## config.mk

```make
export PLATFORM = sky130hd
export DESIGN_NAME = md5_message_digest_unit
export DESIGN_NICKNAME = d
export VERILOG_FILES = /design/src/hw/rtl/md5_pkg.sv /design/src/hw/rtl/md5_message_digest_unit.sv
export SDC_FILE = /design/constraint.sdc
export NUM_CORES = 2
export LEC_CHECK = 0
export ABC_AREA = 1
export BUFFER_PORTS_ARGS = -buffer_cell sky130_fd_sc_hd__buf_2
export CAP_MARGIN = 20
export CORE_MARGIN = 5
export CORE_UTILIZATION = 55
export DETAILED_ROUTE_END_ITERATION = 7
export PLACE_DENSITY = 0.85
export SETUP_SLACK_MARGIN = 0.1
export SLEW_MARGIN = 0
export SYNTH_ARGS = -nofsm -noshare
export SYNTH_HDL_FRONTEND = slang
export SYNTH_SLANG_ARGS = --single-unit
export TNS_END_PERCENT = 10
```

## constraint.sdc

```tcl
create_clock -name clk -period 6.7 [get_ports clk]
set_clock_uncertainty 0.15 [all_clocks]
set_input_delay 1.34 -clock clk [delete_from_list [all_inputs] [get_ports clk]]
set_output_delay 1.34 -clock clk [all_outputs]
set_load 0.03 [all_outputs]
```

## src/hw/rtl/md5_pkg.sv

```systemverilog
// ----------------------------------------------------------------------------
// MD5 package
// Transaction types, sequencer states, round tables and round helpers.
// ----------------------------------------------------------------------------
package md5_pkg;

  typedef struct packed {
    logic [7:0] msg_byte;
    logic       is_last;
    logic       no_byte;
  } md5_in_t;

  typedef struct packed {
    logic [31:0] digest_word;
    logic [1:0]  word_index;
    logic        last_word;
  } md5_out_t;

  typedef enum logic [2:0] {
    ST_IDLE,
    ST_ROUND,
    ST_ADD,
    ST_PAD,
    ST_LEN,
    ST_OUT
  } md5_state_t;

  localparam logic [31:0] CHAIN_IV [4] = '{
    32'h67452301, 32'hefcdab89, 32'h98badcfe, 32'h10325476
  };

  localparam logic [7:0] PAD_BYTE = 8'h80;
  localparam logic [5:0] LEN_POS  = 6'(448 / 8);
  localparam logic [5:0] LAST_POS = 6'd63;

  localparam logic [31:0] ROUND_CONST [64] = '{
    32'hd76aa478, 32'he8c7b756, 32'h242070db, 32'hc1bdceee,
    32'hf57c0faf, 32'h4787c62a, 32'ha8304613, 32'hfd469501,
    32'h698098d8, 32'h8b44f7af, 32'hffff5bb1, 32'h895cd7be,
    32'h6b901122, 32'hfd987193, 32'ha679438e, 32'h49b40821,
    32'hf61e2562, 32'hc040b340, 32'h265e5a51, 32'he9b6c7aa,
    32'hd62f105d, 32'h02441453, 32'hd8a1e681, 32'he7d3fbc8,
    32'h21e1cde6, 32'hc33707d6, 32'hf4d50d87, 32'h455a14ed,
    32'ha9e3e905, 32'hfcefa3f8, 32'h676f02d9, 32'h8d2a4c8a,
    32'hfffa3942, 32'h8771f681, 32'h6d9d6122, 32'hfde5380c,
    32'ha4beea44, 32'h4bdecfa9, 32'hf6bb4b60, 32'hbebfbc70,
    32'h289b7ec6, 32'heaa127fa, 32'hd4ef3085, 32'h04881d05,
    32'hd9d4d039, 32'he6db99e5, 32'h1fa27cf8, 32'hc4ac5665,
    32'hf4292244, 32'h432aff97, 32'hab9423a7, 32'hfc93a039,
    32'h655b59c3, 32'h8f0ccc92, 32'hffeff47d, 32'h85845dd1,
    32'h6fa87e4f, 32'hfe2ce6e0, 32'ha3014314, 32'h4e0811a1,
    32'hf7537e82, 32'hbd3af235, 32'h2ad7d2bb, 32'heb86d391
  };

  // Rotate amounts repeat every four rounds within a group of sixteen,
  // so the table is indexed by {group, round mod 4}.
  localparam logic [4:0] ROT_AMOUNT [16] = '{
    5'd7, 5'd12, 5'd17, 5'd22,
    5'd5, 5'd9,  5'd14, 5'd20,
    5'd4, 5'd11, 5'd16, 5'd23,
    5'd6, 5'd10, 5'd15, 5'd21
  };

  function automatic logic [4:0] md5_rot(input logic [5:0] i);
    return ROT_AMOUNT[{i[5:4], i[1:0]}];
  endfunction

  // Message word used by round i.
  function automatic logic [3:0] md5_msg_index(input logic [5:0] i);
    logic [3:0] j;
    logic [3:0] g;
    j = i[3:0];
    unique case (i[5:4])
      2'd0: g = j;
      2'd1: g = 4'(j * 4'd5 + 4'd1);
      2'd2: g = 4'(j * 4'd3 + 4'd5);
      default: g = 4'(j * 4'd7);
    endcase
    return g;
  endfunction

  function automatic logic [31:0] md5_round_f(input logic [1:0] grp, input logic [31:0] b,
                                              input logic [31:0] c, input logic [31:0] d);
    logic [31:0] f;
    unique case (grp)
      2'd0: f = (b & c) | (~b & d);
      2'd1: f = (d & b) | (~d & c);
      2'd2: f = b ^ c ^ d;
      default: f = c ^ (b | ~d);
    endcase
    return f;
  endfunction

endpackage

```

## src/hw/rtl/md5_message_digest_unit.sv

```systemverilog
// ----------------------------------------------------------------------------
// MD5 message digest unit
// Byte-serial MD5 engine with one shared round unit and a small sequencer.
// ----------------------------------------------------------------------------
//
//  Channel  Direction  Handshake             Carries
//  msg      in         msg_valid/msg_stall   one message byte, end and empty flags
//  dig      out        dig_valid/dig_stall   four digest words, one per transaction
//
//  The 64th byte of a block starts the rounds and one chaining add, all through
//  the single round unit. The last item adds one padding step per byte up to
//  position 56, one length step, the rounds and chaining add per final block
//  (one or two blocks), then four digest transactions. Reset is synchronous
//  and returns the chaining words and byte count to their start values.
//  msg_stall is high whenever the unit is busy; a stalled digest word holds.
//
module md5_message_digest_unit (
  input  logic             clk,
  input  logic             rst,
  input  logic             msg_valid,
  output logic             msg_stall,
  input  md5_pkg::md5_in_t msg,
  output logic             dig_valid,
  input  logic             dig_stall,
  output md5_pkg::md5_out_t dig
);
  import md5_pkg::*;

  md5_state_t  state;
  md5_state_t  state_next;
  md5_state_t  ret_state;
  md5_state_t  ret_next;
  logic        start_compress;

  logic [31:0] chain [4];
  logic [31:0] buffer [16];
  logic [63:0] byte_count;
  logic [31:0] wa, wb, wc, wd;
  logic [5:0]  round_index;
  logic [31:0] kreg;
  logic [5:0]  pad_pos;
  logic        pad_first;
  logic [1:0]  widx;

  logic        msg_accept;
  logic        dig_accept;
  logic [5:0]  round_next_index;
  logic [31:0] round_sum;
  logic [63:0] round_dbl;
  logic [31:0] round_b;
  logic [63:0] bit_length;
  logic [5:0]  byte_pos;

  assign msg_accept = msg_valid && !msg_stall;
  assign dig_accept = dig_valid && !dig_stall;
  assign byte_pos   = byte_count[5:0];
  assign bit_length = {byte_count[60:0], 3'b000};

  // Shared round unit.
  always_comb begin
    round_sum        = wa + md5_round_f(round_index[5:4], wb, wc, wd) + kreg;
    round_dbl        = {round_sum, round_sum} << md5_rot(round_index);
    round_b          = wb + round_dbl[63:32];
    round_next_index = 6'(round_index + 6'd1);
  end

  // Next state.
  always_comb begin
    state_next     = state;
    ret_next       = ret_state;
    start_compress = 1'b0;
    unique case (state)
      ST_IDLE: begin
        if (msg_accept) begin
          if (!msg.no_byte && byte_pos == LAST_POS) begin
            state_next     = ST_ROUND;
            ret_next       = msg.is_last ? ST_PAD : ST_IDLE;
            start_compress = 1'b1;
          end else if (msg.is_last) begin
            state_next = ST_PAD;
          end
        end
      end
      ST_PAD: begin
        if (pad_pos == LAST_POS) begin
          state_next     = ST_ROUND;
          ret_next       = ST_PAD;
          start_compress = 1'b1;
        end else if (6'(pad_pos + 6'd1) == LEN_POS) begin
          state_next = ST_LEN;
        end
      end
      ST_LEN: begin
        state_next     = ST_ROUND;
        ret_next       = ST_OUT;
        start_compress = 1'b1;
      end
      ST_ROUND: begin
        if (round_index == LAST_POS) begin
          state_next = ST_ADD;
        end
      end
      ST_ADD: begin
        state_next = ret_state;
      end
      ST_OUT: begin
        if (dig_accept && widx == 2'd3) begin
          state_next = ST_IDLE;
        end
      end
      default: state_next = ST_IDLE;
    endcase
  end

  // Outputs.
  always_comb begin
    msg_stall       = (state != ST_IDLE);
    dig_valid       = (state == ST_OUT);
    dig.digest_word = chain[widx];
    dig.word_index  = widx;
    dig.last_word   = (widx == 2'd3);
  end

  // Control state and chaining words.
  always_ff @(posedge clk) begin
    if (rst) begin
      state       <= ST_IDLE;
      ret_state   <= ST_IDLE;
      byte_count  <= '0;
      round_index <= '0;
      pad_pos     <= '0;
      pad_first   <= 1'b0;
      widx        <= '0;
      for (int i = 0; i < 4; i++) begin
        chain[i] <= CHAIN_IV[i];
      end
    end else begin
      state     <= state_next;
      ret_state <= ret_next;
      if (msg_accept) begin
        pad_first <= 1'b1;
        if (!msg.no_byte) begin
          byte_count <= byte_count + 64'd1;
          pad_pos    <= 6'(byte_pos + 6'd1);
        end else begin
          pad_pos <= byte_pos;
        end
      end
      if (state == ST_PAD) begin
        pad_pos   <= 6'(pad_pos + 6'd1);
        pad_first <= 1'b0;
      end
      if (start_compress) begin
        round_index <= '0;
      end else if (state == ST_ROUND) begin
        round_index <= round_next_index;
      end
      if (state == ST_ADD) begin
        chain[0] <= chain[0] + wa;
        chain[1] <= chain[1] + wb;
        chain[2] <= chain[2] + wc;
        chain[3] <= chain[3] + wd;
        widx     <= '0;
      end
      if (dig_accept) begin
        widx <= 2'(widx + 2'd1);
        if (widx == 2'd3) begin
          byte_count <= '0;
          for (int i = 0; i < 4; i++) begin
            chain[i] <= CHAIN_IV[i];
          end
        end
      end
    end
  end

  // Block buffer, working registers and the precomputed constant plus word.
  always_ff @(posedge clk) begin
    if (msg_accept && !msg.no_byte) begin
      if (byte_pos[1:0] == 2'd0) begin
        buffer[byte_pos[5:2]] <= {24'h000000, msg.msg_byte};
      end else begin
        buffer[byte_pos[5:2]][{byte_pos[1:0], 3'b000} +: 8] <= msg.msg_byte;
      end
    end
    if (state == ST_PAD) begin
      if (pad_pos[1:0] == 2'd0) begin
        buffer[pad_pos[5:2]] <= {24'h000000, (pad_first ? PAD_BYTE : 8'h00)};
      end else begin
        buffer[pad_pos[5:2]][{pad_pos[1:0], 3'b000} +: 8] <= pad_first ? PAD_BYTE : 8'h00;
      end
    end
    if (state == ST_LEN) begin
      buffer[14] <= bit_length[31:0];
      buffer[15] <= bit_length[63:32];
    end
    // The buffer never changes during rounds, so the next round's operand
    // can be added ahead of time and registered in kreg.
    if (start_compress) begin
      wa   <= chain[0];
      wb   <= chain[1];
      wc   <= chain[2];
      wd   <= chain[3];
      kreg <= ROUND_CONST[0] + buffer[0];
    end else if (state == ST_ROUND) begin
      wa   <= wd;
      wb   <= round_b;
      wc   <= wb;
      wd   <= wc;
      kreg <= ROUND_CONST[round_next_index] + buffer[md5_msg_index(round_next_index)];
    end
  end

endmodule

```

==> results.md <==
* Outcome: finished with violations
* Failing checks: DRC
* Reg-to-reg slack, setup at 0.22 ns
* Arrival time of the worst setup path at 6.79 ns
* Wirelength per Cell at 24.1 µm
* Asr flop ratio synth at 0%
* Most used DFF post-synth: edfxtp_1
* Antenna Nets Post-Route at 0
* Avg Vias per Cell at 6.39
* # DRC at 1
* WS Path Type: reg -> reg
* Vias post-DR at 58.9k
* Worst Path Buf+Inv at 9
* R2r worst-path depth at 40
* CTS clk-pin slew, worst paths at 0.07 ns
* Nets at 8065
* Final hold vios at 0
* CP Data Required Time at 7.01 ns
* Worst slack at placement at -0.0548 ns
* Delay-heaviest family, CP: simple AND/OR/NAND/NOR gates
* Synth unique cells at 75
* Post-layout min period at 6.48 ns
* MaxCap Viol Count at 0
* Hold Path Depth at 2
* Gp weighted congestion at 1.08
* RSZ-0062 raised after global routing: true
* Multi-input gate area at 0.0298 mm²
* Synth-to-Final Area Change at 14.1%
* GRT Residual Overflow at 0
* Setup-failing EPs final at 0
* Setup crit start kind: flip-flop
* Clk sinks at 884
* 1st-iter DRT viols at 8321
* Synth top area share at 37.7%
* Register area at 0.0250 mm²
* Post-Synthesis Cell Area at 0.0584 mm²
* First-pass GRT wire length at 329 mm
* Max-slew violations at 0
* Max Freq at 154 MHz
* Min Hold Slack at 0.318 ns
* Layout cells sized above 1 at 11.5%
* Die area at 0.113 mm²
* Vias in the first global route at 55.5k
* Area leader, netlist: edfxtp_1
* Std cell rows at 119
* CP Depth at 40
* H-tree lvl count at 3
* Core area at 0.105 mm²
* Die H at 336 µm
* Die width at 336 µm
* Avg Inst Size Synth at 7.85 µm²
* Pin count of the biggest net entering global routing at 159
* Initial antenna violation count at 7
* Final Non-Filler Cells at 9221
* Worst-path fanout max at 7
* Initial DRT Pass Iterations at 8
* Critical path's largest stage delay at 0.42 ns
* Root buf cell: clkbuf_16
* TritonCTS clock tree: done
* Global Route Usage Sum at 37.8%
* Final WL at 222 mm
* HP Class: reg -> reg
* Hold_buf cts at 0
* Port bufs at 50
* Seq/Total Area, Yosys at 42.9%
* Syn Inst Count at 7438
* Synth Register Bits at 884
* Actual slew at the worst max-slew pin at 1.21 ns
* Slew headroom at 18.7%
* CP endpoint kind: flip-flop
* Post-synth EDFFs at 733
* Syn Nets at 7751
* Synthesis warning total at 0
* CTS Buf Count at 91
* Placed Cells at 8997
* I/O pin cnt at 51
* Post-DP HPWL at 161 mm
* Fin crit share at 96.7%
* Starting density of the core at 55.4%
* Final setup margin at 0.222 ns
* Largest cells by area after synthesis: edfxtp_1 (38%), nand2_1 (12%), nand3_1 (5.7%)
* Worst path slowest cell: fa_1
* Clock Path Buffers at 3
* Layout Utilization at 63.2%
* Clock latency on the worst-skew pair at 0.73 ns
* Fill count at 8556
-- cell usage after synthesis (27+ instances only) --
| master | n |
|---|---|
| ha_1 | 255 |
| xnor2_1 | 33 |
| buf_2 | 86 |
| or2_2 | 43 |
| edfxtp_1 | 733 |
| a21oi_1 | 595 |
| nand4_1 | 68 |
| nand2_1 | 1849 |
| nor4_1 | 27 |
| clkbuf_1 | 161 |
| nor3_1 | 110 |
| xor2_1 | 77 |
| o22ai_1 | 60 |
| dfxtp_1 | 151 |
| nor2_1 | 600 |
| a21o_1 | 28 |
| o21ai_0 | 625 |
| nand3_1 | 662 |
| a32o_1 | 63 |
| o211ai_1 | 109 |
| inv_1 | 737 |
| fa_1 | 44 |
| a31oi_1 | 28 |
-- final cells by class --
cell class / instances / area share (%)
multi-input cells: 5501 / 44.8
flip-flops and latches: 884 / 37.6
repair buffers: 511 / 6.03
inverters: 763 / 4.35
clock buffers: 125 / 3.72
well taps: 1391 / 2.61
clock inverters: 43 / 0.905
diodes: 3 / 0.0113
-- sequential cells by signal, indices dropped and copies added, names as in the netlist, named ones only --
| name | count |
|---|---|
| wc | 32 |
| chain | 128 |
| round_index | 6 |
| wa | 32 |
| pad_pos | 6 |
| state | 3 |
| widx | 2 |
| ret_state | 3 |
| wd | 32 |
| byte_count | 61 |
| wb | 32 |
| kreg | 32 |
| buffer | 512 |
| pad_first | 1 |
-- per-layer routing --
layer	global-route usage [%]	up-vias	share of wire, %
met2	59.0	4447	44
li1	-	26300	-
met4	30.4	8	11
met3	8.72	1166	12
met5	0.125	-	0.029
met1	45.1	27000	33
-- cells by family (layout without fill, tap and decap cells) --
family,Yosys count,count (layout),share of synthesized area [%]
simple gates,3410,3412,24.6
fa+ha+maj,299,299,6.98
flops,884,884,42.9
buf+inv,1055,1442,7.22
compound gates,1680,1680,16.6
xor+xnor,110,110,1.65
other cells,0,3,0
-- cell usage in the layout (no fill, tap or decap), types with 20 or more instances in the layout --
cell type | synthesis | routed
a21o_1 | 28 | 28
buf_2 | 86 | 55
ha_1 | 255 | 233
fa_1 | 44 | 41
nor2_2 | 10 | 22
o22ai_1 | 60 | 58
buf_12 | 1 | 20
a21oi_1 | 595 | 583
nor2_1 | 600 | 580
o211ai_1 | 109 | 109
inv_1 | 737 | 730
a31oi_1 | 28 | 28
a32o_1 | 63 | 63
nor4_1 | 27 | 27
nand4_1 | 68 | 68
clkbuf_16 | 0 | 93
nand2_2 | 10 | 29
clkbuf_1 | 161 | 27
xor2_1 | 77 | 75
nor3_1 | 110 | 109
o21ai_1 | 19 | 31
edfxtp_1 | 733 | 733
o21ai_0 | 625 | 604
xnor2_1 | 33 | 33
dfxtp_1 | 151 | 148
buf_4 | 19 | 424
or2_2 | 43 | 42
nand2_1 | 1849 | 1827
nand3_2 | 1 | 25
o21a_1 | 25 | 25
nand3_1 | 662 | 638
-- what timing repair did --
item | CTS | global route
gates cloned | 0 | 5
resized for setup | 11 | 147
setup endpoints to repair | 13 | 31
buffers inserted | 0 | 37
pin swaps | 0 | 29
-- path summary, 6_finish.rpt --
path / from / to
hold reg to reg: ret_state[2] / ret_state[2]
hold / removal: ret_state[2] / ret_state[2]
setup / recovery: round_index[5] / wb[24]
setup reg to reg: round_index[5] / wb[24]
-- tightest hold or removal path, stage by stage, from the launching register on --
cell and delay, ns:
dfxtp_1 0.31, nand2_1 0.06, a21oi_1 0.05
-- per-stage QoR --
| stage | area, µm² | TNS (ns) |
|---|---|---|
| floorplan | 58400 | 0 |
| finish | 66600 | 0 |
| detailed placement | 62400 | -0.0862 |
| CTS | 65500 | 0 |
| global route | 66600 | -0.0617 |
| global placement | 62400 | 0 |
Power is left out: the tool's default activity adds up to more than one toggle a clock period on the data nets, which glitch-free logic cannot reach.
